==> src/closing_threat_detector_core_assert.svh <==
// Assertion macros for the closing threat detector core.
// Used by the top level; expects clk and rst in scope.
`ifndef CLOSING_THREAT_DETECTOR_CORE_ASSERT_SVH
`define CLOSING_THREAT_DETECTOR_CORE_ASSERT_SVH

// Same-cycle implication
`define CTD_ASSERT_NOW(lbl, ante, cons) \
  lbl: assert property (@(posedge clk) disable iff (rst) (ante) |-> (cons)) \
    else $error("ctd assertion failed");

// Next-cycle implication
`define CTD_ASSERT_NEXT(lbl, ante, cons) \
  lbl: assert property (@(posedge clk) disable iff (rst) (ante) |=> (cons)) \
    else $error("ctd assertion failed");

`endif

==> src/ctd_pkg.sv <==
// Shared types and constants for the closing threat detector.
// No dependencies.
package ctd_pkg;

  // Register indexes on the config port
  localparam logic [1:0] REG_RANGE_LOW  = 2'd0;
  localparam logic [1:0] REG_RANGE_HIGH = 2'd1;
  localparam logic [1:0] REG_SPEED_THR  = 2'd2;

  localparam int unsigned PADDR_W = 4;

  // Serial multiplier and square root widths
  localparam int unsigned MUL_W  = 35;
  localparam int unsigned PROD_W = 2 * MUL_W;
  localparam int unsigned RAD_W  = 68;
  localparam int unsigned ROOT_W = RAD_W / 2;
  localparam int unsigned SEQ_CNT_W = 6;

  // Divider: numerator |rd| * v fits in 58 bits
  localparam int unsigned NUM_W = 58;

  localparam logic [31:0] EVENT_GAP_MS = 32'd5000;

  typedef enum logic [4:0] {
    ST_IDLE,
    ST_VM_GO, ST_VM_W, ST_VQ_GO, ST_VQ_W,
    ST_DM_GO, ST_DM_W, ST_DQ_GO, ST_DQ_W,
    ST_QM_GO, ST_QM_W, ST_DV, ST_DF, ST_SM_GO, ST_SM_W,
    ST_SQ_GO, ST_SQ_W,
    ST_C1_GO, ST_C1_W, ST_C2_GO, ST_C2_W, ST_CQ_GO, ST_CQ_W,
    ST_FIN
  } ctd_state_t;

endpackage

==> src/closing_threat_detector_core.sv <==
// Sequencing: an owner transaction goes straight to the result; an object transaction
// runs fourteen serial products, four square roots and three divides (each with its
// fold step); fewer when a speed or range test fails early.
// Throughput: one transaction at a time; next accepted after the result is loaded.
// Reset: synchronous, active high; registers back to 100 / 5000 / 1000, owner
// state, count and event time cleared. Threat id slots hold no reset value.
module closing_threat_detector_core #(
  parameter int unsigned THREAT_SLOTS = 16
) (
  input  logic                          clk,
  input  logic                          rst,
  // APB config
  input  logic                          psel,
  input  logic                          penable,
  input  logic                          pwrite,
  input  logic [ctd_pkg::PADDR_W-1:0]   paddr,
  input  logic [31:0]                   pwdata,
  output logic [31:0]                   prdata,
  output logic                          pready,
  // item channel
  input  logic                          item_valid,
  output logic                          item_stall,
  input  logic                          req_type,
  input  logic [15:0]                   object_id,
  input  logic signed [31:0]            pos_x,
  input  logic signed [31:0]            pos_y,
  input  logic signed [31:0]            pos_z,
  input  logic signed [23:0]            vel_x,
  input  logic signed [23:0]            vel_y,
  input  logic signed [23:0]            vel_z,
  input  logic [31:0]                   now_ms,
  // result channel
  output logic                          result_valid,
  input  logic                          result_stall,
  output logic                          is_threat,
  output logic                          recorded,
  output logic [4:0]                    threat_total,
  output logic                          event_raised,
  output logic [31:0]                   event_stamp
);
  import ctd_pkg::*;

  localparam int unsigned CNT_W = $clog2(THREAT_SLOTS + 1);
  localparam int unsigned IDX_W = (THREAT_SLOTS > 1) ? $clog2(THREAT_SLOTS) : 1;

  ctd_state_t state, state_next;

  // config registers
  logic [22:0] range_low, range_high;
  logic [14:0] speed_threshold;
  logic        cfg_wr;

  // owner state
  logic signed [31:0] own_pos [3];
  logic signed [23:0] own_vel [3];
  logic [31:0]        tick_time;
  logic [31:0]        last_event_time;
  logic [CNT_W-1:0]   threat_count;
  logic [15:0]        threat_ids [THREAT_SLOTS];

  // per-transaction working registers
  logic [15:0]        obj_id;
  logic               owner;
  logic signed [24:0] rv [3];
  logic signed [32:0] rd [3];
  logic [1:0]         k;
  logic [RAD_W-1:0]   acc;
  logic [24:0]        v;
  logic [33:0]        d;
  logic [26:0]        s;
  logic [25:0]        dm;
  logic [NUM_W-1:0]   num;
  logic [33:0]        drem;
  logic [24:0]        quot;
  logic [SEQ_CNT_W-1:0] cnt;
  logic               ok;

  // shared units
  logic              mul_start, mul_done;
  logic [MUL_W-1:0]  mul_a, mul_b;
  logic [PROD_W-1:0] mul_prod;
  logic              sq_start, sq_done;
  logic [ROOT_W-1:0] sq_root;

  ctd_mul u_mul (
    .clk(clk), .rst(rst), .start(mul_start), .a(mul_a), .b(mul_b),
    .done(mul_done), .product(mul_prod)
  );

  ctd_isqrt u_sqrt (
    .clk(clk), .rst(rst), .start(sq_start), .radicand(acc),
    .done(sq_done), .root(sq_root)
  );

  // APB
  assign pready = 1'b1;
  assign cfg_wr = psel && penable && pwrite;

  always_comb begin
    unique case (paddr[3:2])
      REG_RANGE_LOW:  prdata = {9'd0, range_low};
      REG_RANGE_HIGH: prdata = {9'd0, range_high};
      REG_SPEED_THR:  prdata = {17'd0, speed_threshold};
      default:        prdata = '0;
    endcase
  end

  // magnitudes of the selected components
  logic [24:0] rv_mag;
  logic [32:0] rd_mag;
  assign rv_mag = rv[k][24] ? 25'(-rv[k]) : 25'(rv[k]);
  assign rd_mag = rd[k][32] ? 33'(-rd[k]) : 33'(rd[k]);

  // divider step
  logic [34:0] dv_trial;
  logic        dv_ge;
  assign dv_trial = {drem, num[NUM_W-1]};
  assign dv_ge    = dv_trial >= {1'b0, d};

  // scaled direction minus relative velocity
  logic signed [26:0] sd, diff;
  assign sd   = rd[k][32] ? -$signed({2'b00, quot}) : $signed({2'b00, quot});
  assign diff = sd - 27'(rv[k]);

  // test conditions
  logic d_fail, s_fail, c_ok;
  assign d_fail = (sq_root == '0) || (sq_root < {3'd0, range_low, 8'd0}) ||
                  (sq_root > {3'd0, range_high, 8'd0});
  assign s_fail = ({1'b0, s} * 38'd1000) > ({13'd0, v} * 38'd1414);
  assign c_ok   = sq_root >= {11'd0, speed_threshold, 8'd0};

  // finish: record and event
  logic fin_go, rec, raise;
  logic [CNT_W-1:0] count_next;
  logic [CNT_W+4:0] total_ext;
  assign fin_go = (state == ST_FIN) && (!result_valid || !result_stall);
  assign rec    = ok && (threat_count < CNT_W'(THREAT_SLOTS));
  assign raise  = rec && (tick_time > last_event_time) &&
                  (tick_time - last_event_time > EVENT_GAP_MS);
  assign count_next = rec ? threat_count + 1'b1 : threat_count;
  assign total_ext  = {5'd0, count_next};

  assign item_stall = (state != ST_IDLE);

  // sequencer: next state and unit starts
  always_comb begin
    state_next = state;
    mul_start  = 1'b0;
    sq_start   = 1'b0;
    mul_a      = '0;
    mul_b      = '0;
    unique case (state)
      ST_IDLE:  if (item_valid) state_next = req_type ? ST_VM_GO : ST_FIN;
      ST_VM_GO: begin
        mul_start = 1'b1;
        mul_a = MUL_W'(rv_mag);
        mul_b = MUL_W'(rv_mag);
        state_next = ST_VM_W;
      end
      ST_VM_W:  if (mul_done) state_next = (k == 2'd2) ? ST_VQ_GO : ST_VM_GO;
      ST_VQ_GO: begin
        sq_start = 1'b1;
        state_next = ST_VQ_W;
      end
      ST_VQ_W:  if (sq_done) state_next = (sq_root == '0) ? ST_FIN : ST_DM_GO;
      ST_DM_GO: begin
        mul_start = 1'b1;
        mul_a = MUL_W'(rd_mag);
        mul_b = MUL_W'(rd_mag);
        state_next = ST_DM_W;
      end
      ST_DM_W:  if (mul_done) state_next = (k == 2'd2) ? ST_DQ_GO : ST_DM_GO;
      ST_DQ_GO: begin
        sq_start = 1'b1;
        state_next = ST_DQ_W;
      end
      ST_DQ_W:  if (sq_done) state_next = d_fail ? ST_FIN : ST_QM_GO;
      ST_QM_GO: begin
        mul_start = 1'b1;
        mul_a = MUL_W'(rd_mag);
        mul_b = MUL_W'(v);
        state_next = ST_QM_W;
      end
      ST_QM_W:  if (mul_done) state_next = ST_DV;
      ST_DV:    if (cnt == SEQ_CNT_W'(NUM_W - 1)) state_next = ST_DF;
      ST_DF:    state_next = ST_SM_GO;
      ST_SM_GO: begin
        mul_start = 1'b1;
        mul_a = MUL_W'(dm);
        mul_b = MUL_W'(dm);
        state_next = ST_SM_W;
      end
      ST_SM_W:  if (mul_done) state_next = (k == 2'd2) ? ST_SQ_GO : ST_QM_GO;
      ST_SQ_GO: begin
        sq_start = 1'b1;
        state_next = ST_SQ_W;
      end
      ST_SQ_W:  if (sq_done) state_next = ST_C1_GO;
      ST_C1_GO: begin
        if (s_fail) begin
          state_next = ST_FIN;
        end else begin
          mul_start = 1'b1;
          mul_a = MUL_W'(v);
          mul_b = MUL_W'(v);
          state_next = ST_C1_W;
        end
      end
      ST_C1_W:  if (mul_done) state_next = ST_C2_GO;
      ST_C2_GO: begin
        mul_start = 1'b1;
        mul_a = MUL_W'(s);
        mul_b = MUL_W'(s);
        state_next = ST_C2_W;
      end
      ST_C2_W:  if (mul_done) state_next = ST_CQ_GO;
      ST_CQ_GO: begin
        sq_start = 1'b1;
        state_next = ST_CQ_W;
      end
      ST_CQ_W:  if (sq_done) state_next = ST_FIN;
      ST_FIN:   if (fin_go) state_next = ST_IDLE;
      default:  state_next = ST_IDLE;
    endcase
  end

  // control state, config and owner state
  always_ff @(posedge clk) begin
    if (rst) begin
      state           <= ST_IDLE;
      range_low       <= 23'd100;
      range_high      <= 23'd5000;
      speed_threshold <= 15'd1000;
      own_pos         <= '{default: '0};
      own_vel         <= '{default: '0};
      tick_time       <= '0;
      last_event_time <= '0;
      threat_count    <= '0;
      result_valid    <= 1'b0;
    end else begin
      state <= state_next;
      if (cfg_wr) begin
        unique case (paddr[3:2])
          REG_RANGE_LOW:  range_low <= pwdata[22:0];
          REG_RANGE_HIGH: range_high <= pwdata[22:0];
          REG_SPEED_THR:  speed_threshold <= pwdata[14:0];
          default: ;
        endcase
      end
      // owner transaction starts a tick
      if (state == ST_IDLE && item_valid && !req_type) begin
        own_pos      <= '{pos_x, pos_y, pos_z};
        own_vel      <= '{vel_x, vel_y, vel_z};
        tick_time    <= now_ms;
        threat_count <= '0;
      end
      if (result_valid && !result_stall) result_valid <= 1'b0;
      if (fin_go) begin
        result_valid <= 1'b1;
        threat_count <= count_next;
        if (raise) last_event_time <= tick_time;
      end
    end
  end

  // working datapath
  always_ff @(posedge clk) begin
    case (state)
      ST_IDLE: begin
        obj_id <= object_id;
        owner  <= !req_type;
        rv[0]  <= 25'(vel_x) - 25'(own_vel[0]);
        rv[1]  <= 25'(vel_y) - 25'(own_vel[1]);
        rv[2]  <= 25'(vel_z) - 25'(own_vel[2]);
        rd[0]  <= 33'(own_pos[0]) - 33'(pos_x);
        rd[1]  <= 33'(own_pos[1]) - 33'(pos_y);
        rd[2]  <= 33'(own_pos[2]) - 33'(pos_z);
        acc    <= '0;
        k      <= '0;
        ok     <= 1'b0;
      end
      ST_VM_W, ST_DM_W: if (mul_done) begin
        acc <= acc + mul_prod[RAD_W-1:0];
        k   <= (k == 2'd2) ? 2'd0 : k + 1'b1;
      end
      ST_VQ_W: if (sq_done) begin
        v   <= sq_root[24:0];
        acc <= '0;
      end
      ST_DQ_W: if (sq_done) begin
        d   <= sq_root;
        acc <= '0;
      end
      ST_QM_W: if (mul_done) begin
        num  <= mul_prod[NUM_W-1:0];
        drem <= '0;
        cnt  <= '0;
      end
      ST_DV: begin
        num  <= {num[NUM_W-2:0], 1'b0};
        drem <= dv_ge ? 34'(dv_trial - {1'b0, d}) : dv_trial[33:0];
        quot <= {quot[23:0], dv_ge};
        cnt  <= cnt + 1'b1;
      end
      ST_DF: dm <= diff[26] ? 26'(-diff) : 26'(diff);
      ST_SM_W: if (mul_done) begin
        acc <= acc + mul_prod[RAD_W-1:0];
        k   <= (k == 2'd2) ? 2'd0 : k + 1'b1;
      end
      ST_SQ_W: if (sq_done) s <= sq_root[26:0];
      ST_C1_W: if (mul_done) acc <= {mul_prod[RAD_W-3:0], 2'b00};
      ST_C2_W: if (mul_done) acc <= (acc - mul_prod[RAD_W-1:0]) >> 2;
      ST_CQ_W: if (sq_done) ok <= c_ok;
      default: ;
    endcase
  end

  // result register and id slots
  always_ff @(posedge clk) begin
    if (fin_go) begin
      is_threat    <= ok && !owner;
      recorded     <= rec && !owner;
      threat_total <= total_ext[4:0];
      event_raised <= raise && !owner;
      event_stamp  <= (raise && !owner) ? tick_time : last_event_time;
      if (rec && !owner) threat_ids[threat_count[IDX_W-1:0]] <= obj_id;
    end
  end

`include "closing_threat_detector_core_assert.svh"

  `CTD_ASSERT_NOW(a_rec_threat, result_valid && recorded, is_threat)
  `CTD_ASSERT_NOW(a_event_rec, result_valid && event_raised, recorded)
  `CTD_ASSERT_NEXT(a_busy_after, item_valid && !item_stall, item_stall)
  `CTD_ASSERT_NOW(a_cnt_max, 1'b1, threat_count <= CNT_W'(THREAT_SLOTS))

endmodule

==> src/ctd_mul.sv <==
// Bit-serial unsigned multiplier, one multiplier bit per cycle, MSB first.
// Depends on ctd_pkg.
module ctd_mul (
  input  logic                        clk,
  input  logic                        rst,
  input  logic                        start,
  input  logic [ctd_pkg::MUL_W-1:0]   a,
  input  logic [ctd_pkg::MUL_W-1:0]   b,
  output logic                        done,
  output logic [ctd_pkg::PROD_W-1:0]  product
);
  import ctd_pkg::*;

  logic                 busy;
  logic [MUL_W-1:0]     mcand;
  logic [MUL_W-1:0]     mplr;
  logic [SEQ_CNT_W-1:0] cnt;

  // control
  always_ff @(posedge clk) begin
    if (rst) begin
      busy <= 1'b0;
      done <= 1'b0;
    end else begin
      done <= 1'b0;
      if (start) begin
        busy <= 1'b1;
      end else if (busy && cnt == SEQ_CNT_W'(MUL_W - 1)) begin
        busy <= 1'b0;
        done <= 1'b1;
      end
    end
  end

  // shift-add datapath
  always_ff @(posedge clk) begin
    if (start) begin
      mcand   <= a;
      mplr    <= b;
      product <= '0;
      cnt     <= '0;
    end else if (busy) begin
      product <= {product[PROD_W-2:0], 1'b0} +
                 (mplr[MUL_W-1] ? {{MUL_W{1'b0}}, mcand} : {PROD_W{1'b0}});
      mplr    <= {mplr[MUL_W-2:0], 1'b0};
      cnt     <= cnt + 1'b1;
    end
  end

endmodule

==> src/ctd_isqrt.sv <==
// Restoring integer square root, two radicand bits per cycle, truncated.
// Depends on ctd_pkg.
module ctd_isqrt (
  input  logic                        clk,
  input  logic                        rst,
  input  logic                        start,
  input  logic [ctd_pkg::RAD_W-1:0]   radicand,
  output logic                        done,
  output logic [ctd_pkg::ROOT_W-1:0]  root
);
  import ctd_pkg::*;

  localparam int unsigned REM_W = ROOT_W + 4;

  logic                 busy;
  logic [RAD_W-1:0]     rad;
  logic [REM_W-1:0]     rem;
  logic [REM_W-1:0]     rem_sh;
  logic [REM_W-1:0]     trial;
  logic                 fits;
  logic [SEQ_CNT_W-1:0] cnt;

  assign rem_sh = {rem[REM_W-3:0], rad[RAD_W-1:RAD_W-2]};
  assign trial  = {2'b00, root, 2'b01};
  assign fits   = rem_sh >= trial;

  always_ff @(posedge clk) begin
    if (rst) begin
      busy <= 1'b0;
      done <= 1'b0;
    end else begin
      done <= 1'b0;
      if (start) begin
        busy <= 1'b1;
      end else if (busy && cnt == SEQ_CNT_W'(ROOT_W - 1)) begin
        busy <= 1'b0;
        done <= 1'b1;
      end
    end
  end

  // one root bit per cycle
  always_ff @(posedge clk) begin
    if (start) begin
      rad  <= radicand;
      rem  <= '0;
      root <= '0;
      cnt  <= '0;
    end else if (busy) begin
      rad  <= {rad[RAD_W-3:0], 2'b00};
      rem  <= fits ? rem_sh - trial : rem_sh;
      root <= {root[ROOT_W-2:0], fits};
      cnt  <= cnt + 1'b1;
    end
  end

endmodule

==> config.mk <==
export PLATFORM = sky130hd
export DESIGN_NAME = closing_threat_detector_core
export DESIGN_NICKNAME = d
export VERILOG_FILES = /design/src/ctd_pkg.sv /design/src/closing_threat_detector_core.sv /design/src/ctd_mul.sv /design/src/ctd_isqrt.sv
export VERILOG_INCLUDE_DIRS = /design/src /design/src/src
export SDC_FILE = /design/constraint.sdc
export NUM_CORES = 2
export LEC_CHECK = 0
export BUFFER_PORTS_ARGS = -buffer_cell sky130_fd_sc_hd__buf_2
export CAP_MARGIN = 25
export CORE_MARGIN = 2
export CORE_UTILIZATION = 46
export CTS_BUF_LIST = sky130_fd_sc_hd__clkbuf_8
export DETAILED_ROUTE_END_ITERATION = 8
export GPL_ROUTABILITY_DRIVEN = 0
export SLEW_MARGIN = 20
export SYNTH_ARGS = -nofsm -noshare
export SYNTH_HDL_FRONTEND = slang
export SYNTH_SLANG_ARGS = --single-unit
==> constraint.sdc <==
create_clock -name clk -period 27.3 [get_ports clk]
set_clock_uncertainty 0.05 [all_clocks]
set_input_delay 2.73 -clock clk [delete_from_list [all_inputs] [get_ports clk]]
set_output_delay 2.73 -clock clk [all_outputs]
set_load 0.02 [all_outputs]
After elaboration in Yosys (flattened, before gate mapping)
Memory sizes are Yosys's and may differ from the RTL's. A register that Yosys moved wholly into a read port is not among the register bits.
Index checks and enable logic that the tools add are counted.
Cells by class
  shift-type cells: 0
  divide/modulo/power cells: 0
  add/subtract/negate cells: 22
  equal/unequal tests: 44
  reduce and logical (&&, ||, !) cells: 54
  order comparisons: 9
  $mul: 2
  mux-type cells: 71
  bitwise operators: 0
Operators by type and width (number)
  68-bit 2-to-1 mux: 6
  68-bit one-hot mux with 5 select lines: 1
  33-bit one-hot mux with 6 select lines: 1
  33-bit one-hot mux with 5 select lines: 1
  5-bit one-hot mux with 24 select lines: 1
  58-bit one-hot mux with 2 select lines: 1
  35-bit 2-to-1 mux: 3
  32-bit by 32-bit subtractor with 33-bit output: 3
  5-bit 2-to-1 mux: 19
  24-bit by 24-bit subtractor with 25-bit output: 3
  23-bit one-hot mux with 3 select lines: 1
  68-bit by 35-bit adder with 68-bit output: 1
  68-bit adder: 1
  34-bit 2-to-1 mux: 2
  34-bit one-hot mux with 2 select lines: 1
  68-bit subtractor: 1
  58-bit 2-to-1 mux: 1
  25-bit 2-to-1 mux: 2
  5-bit by 4-bit equality test with 1-bit output (second input constant): 8
  5-bit equality test (second input constant): 8
  38-bit by 36-bit >= comparator with 1-bit output: 1
  37-bit by 36-bit greater-than comparator with 1-bit output: 1
  36-bit 2-to-1 mux: 1
  36-bit subtractor: 1
  other kinds (53): 133
Word-level totals
  output and inout bits: 75
  bits in writable memories: 174
  flip-flop bits (word level): 943
  memories kept: 2
  ROM bits: 0
  bits in latches: 0
Memories
  rd: depth 3, width 33, rd ports 1, clocked after Yosys merged registers in 1, write ports 3, line closing_threat_detector_core.sv:65  | logic signed [32:0] rd [3];
  rv: depth 3, width 25, rd ports 1, clocked after Yosys merged registers in 1, write ports 3, line closing_threat_detector_core.sv:64  | logic signed [24:0] rv [3];

Logic depth before layout (Yosys ltp)
  word-level depth: 6
  depth in mapped cells: 39
  depth with buffers taken out: 37

Modules after synthesis
Synthesis repeated with hierarchy kept, for this count alone.
Second synthesis, totals
  cell total of the unflattened synthesis: 9204
  area, all modules: 82560.4 um2
By module, submodules not included
  closing_threat_detector_core: times used 1, sequential area each 21770.9 um2, cells each 7567, area each 66149.7 um2
  ctd_mul: times used 1, sequential area each 3663.5 um2, cells each 860, area each 8438.1 um2
  ctd_isqrt: times used 1, sequential area each 3603.5 um2, cells each 777, area each 7972.6 um2

Worst setup path after synthesis
OpenSTA, ideal clock, no wires.
  kind: flip-flop to flip-flop
  from: reg v[3]
  to: reg u_mul.mcand[0] (enable)
  path buffers: 2
  period minus slack after synthesis: 9.348 ns
  setup slack: 17.952 ns
  setup time: 0.410 ns
  stages on the path, launching flop included: 38
  arrival: 8.888 ns
  cells stage by stage: edfxtp_1 ha_1 inv_1 fa_1 inv_1 fa_1 ha_1 inv_1 fa_1 inv_1 ha_1 a21o_1 a21oi_1 nor2b_1 nand2_1 nand2_1 o21ai_0 o41ai_1 (+2 left out) o21ba_2 o21ai_0 xnor2_1 ha_1 a21oi_1 nor2b_1 o21ai_0 nand2b_1 a2111oi_0 nand2_1 o31ai_1 and3_1 a32oi_1 a21oi_1 nor3_2 inv_1 buf_2 buf_1
Between the ends
  word-level cells in the longest chain between the ends: 4
RTL lines
  from (decl): line closing_threat_detector_core.sv:68  | logic [24:0] v;
  from (signal assigned): line closing_threat_detector_core.sv:287  | v <= sq_root[24:0];
  25-bit by 10-bit multiplier with 35-bit output: line closing_threat_detector_core.sv:129  | assign s_fail = ({1'b0, s} * 38'd1000) > ({13'd0, v} * 38'd1414);
  37-bit by 36-bit greater-than comparator with 1-bit output: line closing_threat_detector_core.sv:129
  1-bit 2-to-1 mux: line closing_threat_detector_core.sv:200  | if (s_fail) begin
  1-bit one-hot mux with 2 select lines: line closing_threat_detector_core.sv:152  | unique case (state)
  via mul_start: line closing_threat_detector_core.sv:79  | logic mul_start, mul_done;
  to (signal assigned): line ctd_mul.sv:38  | mcand <= a;
  to (decl): line ctd_mul.sv:15  | logic [MUL_W-1:0] mcand;
The timed path passes the listed nets, and every way through them passes these cells.
A chain may end at the register's enable or synchronous reset.

Final worst setup path
  from: reg s[5]
  to: reg u_mul.mplr[9], data pin
Between the ends
  word-level cells in the longest chain between the ends: 5
  elaborated cells between the ends (all ways): 7
  classes of those cells: mul: 1; order compare: 1; mux: 5
RTL lines
  from (decl): line closing_threat_detector_core.sv:70  | logic [26:0] s;
  from (signal assigned): line closing_threat_detector_core.sv:310  | ST_SQ_W: if (sq_done) s <= sq_root[26:0];
  27-bit by 7-bit multiplier with 34-bit output *: line closing_threat_detector_core.sv:129
  37-bit by 36-bit greater-than comparator with 1-bit output *: line closing_threat_detector_core.sv:129
  25-bit 2-to-1 mux / 1-bit 2-to-1 mux (equally long branches): line closing_threat_detector_core.sv:200
  33-bit one-hot mux with 6 select lines / 1-bit one-hot mux with 2 select lines (equally long branches): line closing_threat_detector_core.sv:152
  35-bit 2-to-1 mux *: line ctd_mul.sv:37  | if (start) begin
  to (signal assigned): line ctd_mul.sv:45  | mplr <= {mplr[MUL_W-2:0], 1'b0};
  to (decl): line ctd_mul.sv:16  | logic [MUL_W-1:0] mplr;
Mark *: on every way between the ends. The rest lies on a longest branch, timed or not.

==> flow_summary.ini <==
[outcome]
outcome = finished clean

[global_routing]
overflow = 0
grt_pass1_vias = 62500
grt_max_degree = 202
grt.total_usage_pct = 24.3
antenna_found_initial = 23
grt_first_pass_wirelength_um = 342000

[timing]
drv_slew = 0
timing_hold_violations_final = 0
layout_min_cycle_time_ps = 10720
fmax_mhz = 93.3
setup_ws_ps = 16580
fin_crit_sh_pct = 39.3
finalSetupViolCount = 0
max_slew_margin_pct = 28.4
rsz0062_at_grt = false
worstMarginPinSlew_ps = 1060
fin_setup_tns_ps = 0

[yosys]
synth.largest_area_cell = edfxtp_1
synth_top_family_by_area = compound AO/OA/AOI/OAI gates
synth.area.mux_share_pct = 2.91
synthAdderAreaFrac_pct = 16.1
ys_top_cells_by_area = edfxtp_1, ha_1, dfxtp_1
synth_most_common_cell = nand2_1
synth-seq-cells = 1117
synth-edff-count = 657
synthTopCellsByCount = nand2_1, inv_1, a21oi_1
syn_area_mm2 = 0.0793
yosysUniqueCellTypes = 89
synth_xor_xnor_area_share_pct = 6.25
synth_compound_area_share_pct = 17.5
yosys_warnings = 0
syn_inst = 8966
synth_top_area_share_pct = 24.9
synth_ff_type = edfxtp_1
synthArstFlopShare_pct = 0
seq_area_frac_synth_pct = 36.5
synth_simple_gate_area_share_pct = 14.8
avgSynthCellArea_um2 = 8.84

[critical_path]
cp_common_cell = fa_1
slowest_delay_ps = 840
r2r-start = s[5]$_DFFE_PP_
cp.required_ps = 27890
crit_path_start_kind = flop
cpMaxStageDelayCell = buf_4
worstRegToRegCells = 35
worstReg2RegEnd = u_mul.mplr[9]$_DFFE_PP_
rrSetupSlack_ps = 16580
crit_family = compound AO/OA/AOI/OAI gates
cp-end-kind = flop
cp_num_buf_inv = 5
critPathMaxFanout = 90
cp_data_arrival_time_ps = 11310
crit_type = flop to flop

[min_path]
min_to = own_vel[46]$_SDFFE_PP0P_
min_path_type = flop to flop
hold_start = own_vel[46]$_SDFFE_PP0P_
whs_path_depth = 2

[clock_tree]
cts_tree = yes
clkLatencyLatePin_ps = 970
cts_resized = 0
cts_buffers = 197
postCtsHoldBufs = 0
root_buffer = clkbuf_8
clkSinkCount = 1117
post-cts-setup-buffer-count = 0
path_clk_slew_ps = 60
clockBufferDepth = 3
htreeDepth = 4

[drt]
avgRoutedWirePerCell_um = 18.5
route.vias.total = 64700
dr.pass1.iters = 8
drcViolationCount = 0
ant_nets = 0
routed_via_density = 5.54
wirelength_um = 216000
drt_iter0_drc = 4328

[final_layout]
multi_input_area_mm2 = 0.0458
area_growth_pct = 10.2
seq_area_mm2 = 0.0290
design_area_mm2 = 0.0874
fillers = 16100
fin_cells = 11700
drive_gt1_share_pct = 7.91
fin_nets = 10400

[die]
die_width_um = 419
die_area_mm2 = 0.176
die_height_um = 419
initial_core_util_pct = 46.3
core_region_area_mm2 = 0.171
io_pins = 335
num_rows = 152

[placement]
hpwl_um = 162000
io_buffer_count = 297
post-place-ws_ps = 16720
placed_cells = 11300
place_area_mm2 = 0.0830

[power_and_ir_drop]
ir_drop_v = 0.0000973
power_density_mw_per_mm2 = 106
power_leakage_nw = 36.7
power_mw = 9.25

[flow_run]
maxCapViolCount = 0
## final cells by class
| class | instances | area share (%) |
|---|---|---|
| Inverter | 887 | 3.82 |
| Tap cell | 2310 | 3.31 |
| Timing Repair Buffer | 363 | 2.33 |
| Clock inverter | 144 | 1.39 |
| Clock buffer | 228 | 3.59 |
| Antenna cell | 12 | 0.0344 |
| Sequential cell | 1117 | 33.1 |
| Multi-Input combinational cell | 6617 | 52.4 |
## tightest hold or removal path, delay by kind of cell, from the launching register on
kind	cells	cell delay, ps
DFF	1	300
AOI/OAI and AO/OA	1	50
and+or+nand+nor	1	50
## how the worst max path moves through the flow
stage | from | to | slack (ps) | cells past startpoint
finish | s[5]$_DFFE_PP_ | u_mul.mplr[9]$_DFFE_PP_ | 16580 | 35
floorplan | v[3]$_DFFE_PP_ | u_mul.mcand[0]$_DFFE_PP_ | 17950 | 37
global placement | s[5]$_DFFE_PP_ | u_mul.mplr[9]$_DFFE_PP_ | 16840 | 35
global route | s[3]$_DFFE_PP_ | u_mul.mplr[9]$_DFFE_PP_ | 15850 | 33
detailed placement | s[3]$_DFFE_PP_ | u_mul.mplr[9]$_DFFE_PP_ | 16720 | 35
CTS | s[3]$_DFFE_PP_ | u_mul.mplr[9]$_DFFE_PP_ | 16620 | 35
## routing by layer
layer | vias to the layer above | track usage, % | share of wire (%)
li1 | 31800 | - | -
met3 | 381 | 3.48 | 5.5
met2 | 1758 | 39.0 | 45
met5 | - | 0 | 0.038
met4 | 12 | 8.84 | 3.3
met1 | 30800 | 33.2 | 46
## placed cells by master (no fill, tap or decap), types with 35 or more instances in the layout
| cell type | count |
|---|---|
| nor2b_1 | 94 |
| buf_2 | 296 |
| buf_4 | 61 |
| o21bai_1 | 75 |
| nand3_1 | 107 |
| a31oi_1 | 62 |
| nor2_1 | 672 |
| a211oi_1 | 77 |
| o31ai_1 | 48 |
| nand4_1 | 59 |
| o21a_1 | 64 |
| fa_1 | 167 |
| xnor2_1 | 405 |
| clkbuf_8 | 228 |
| edfxtp_1 | 657 |
| nand2b_1 | 104 |
| a21o_1 | 194 |
| nor3_1 | 111 |
| xor2_1 | 161 |
| and2_1 | 67 |
| a21boi_0 | 38 |
| or3_1 | 35 |
| a21oi_1 | 851 |
| inv_1 | 933 |
| and3_1 | 61 |
| a22oi_1 | 62 |
| mux2i_1 | 220 |
| o21ai_1 | 35 |
| o21ai_0 | 445 |
| dfxtp_1 | 456 |
| ha_1 | 750 |
| nand2_1 | 1172 |
| o211ai_1 | 60 |
| nor4_1 | 64 |
## state kept, by name, summed over array words and instances, names as in the netlist, 26 cells and up, named ones only
name and count:
u_sqrt.rem 36, dm 26, d 34, u_sqrt.rad 68, num 58, u_mul.mcand 33
tick_time 32, s 27, rd 99, own_vel 72, event_stamp 32, rv 75
acc 68, last_event_time 32, u_sqrt.root 34, u_mul.mplr 35, u_mul.product 68, drem 34
own_pos 96
## cell families (layout without fill, tap and decap cells)
| group | count (synthesis) | in the layout |
|---|---|---|
| AOI/OAI and AO/OA | 2255 | 2255 |
| other | 2 | 22 |
| muxes | 229 | 229 |
| and+or+nand+nor | 2640 | 2640 |
| xor gates and xnor gates | 566 | 566 |
| buffers and inverters | 1240 | 1622 |
| adders and majority gates | 917 | 917 |
| DFF | 1117 | 1117 |
## report_power, final
group	internal (mW)	switching, mW
clock	0.936	0.773
combinational	1.81	2.98
sequential	2.43	0.311
## through the flow
stage | hold slack [ps] | util [%]
3_5_place_dp | 396 | 48.4
5_1_grt | 419 | 51.0
6_report | 404 | 51.0
3_3_place_gp | 391 | 48.4
4_1_cts | 405 | 51.0
2_1_floorplan | 386 | -
No activity file was read; power rests on OpenSTA's default activity.
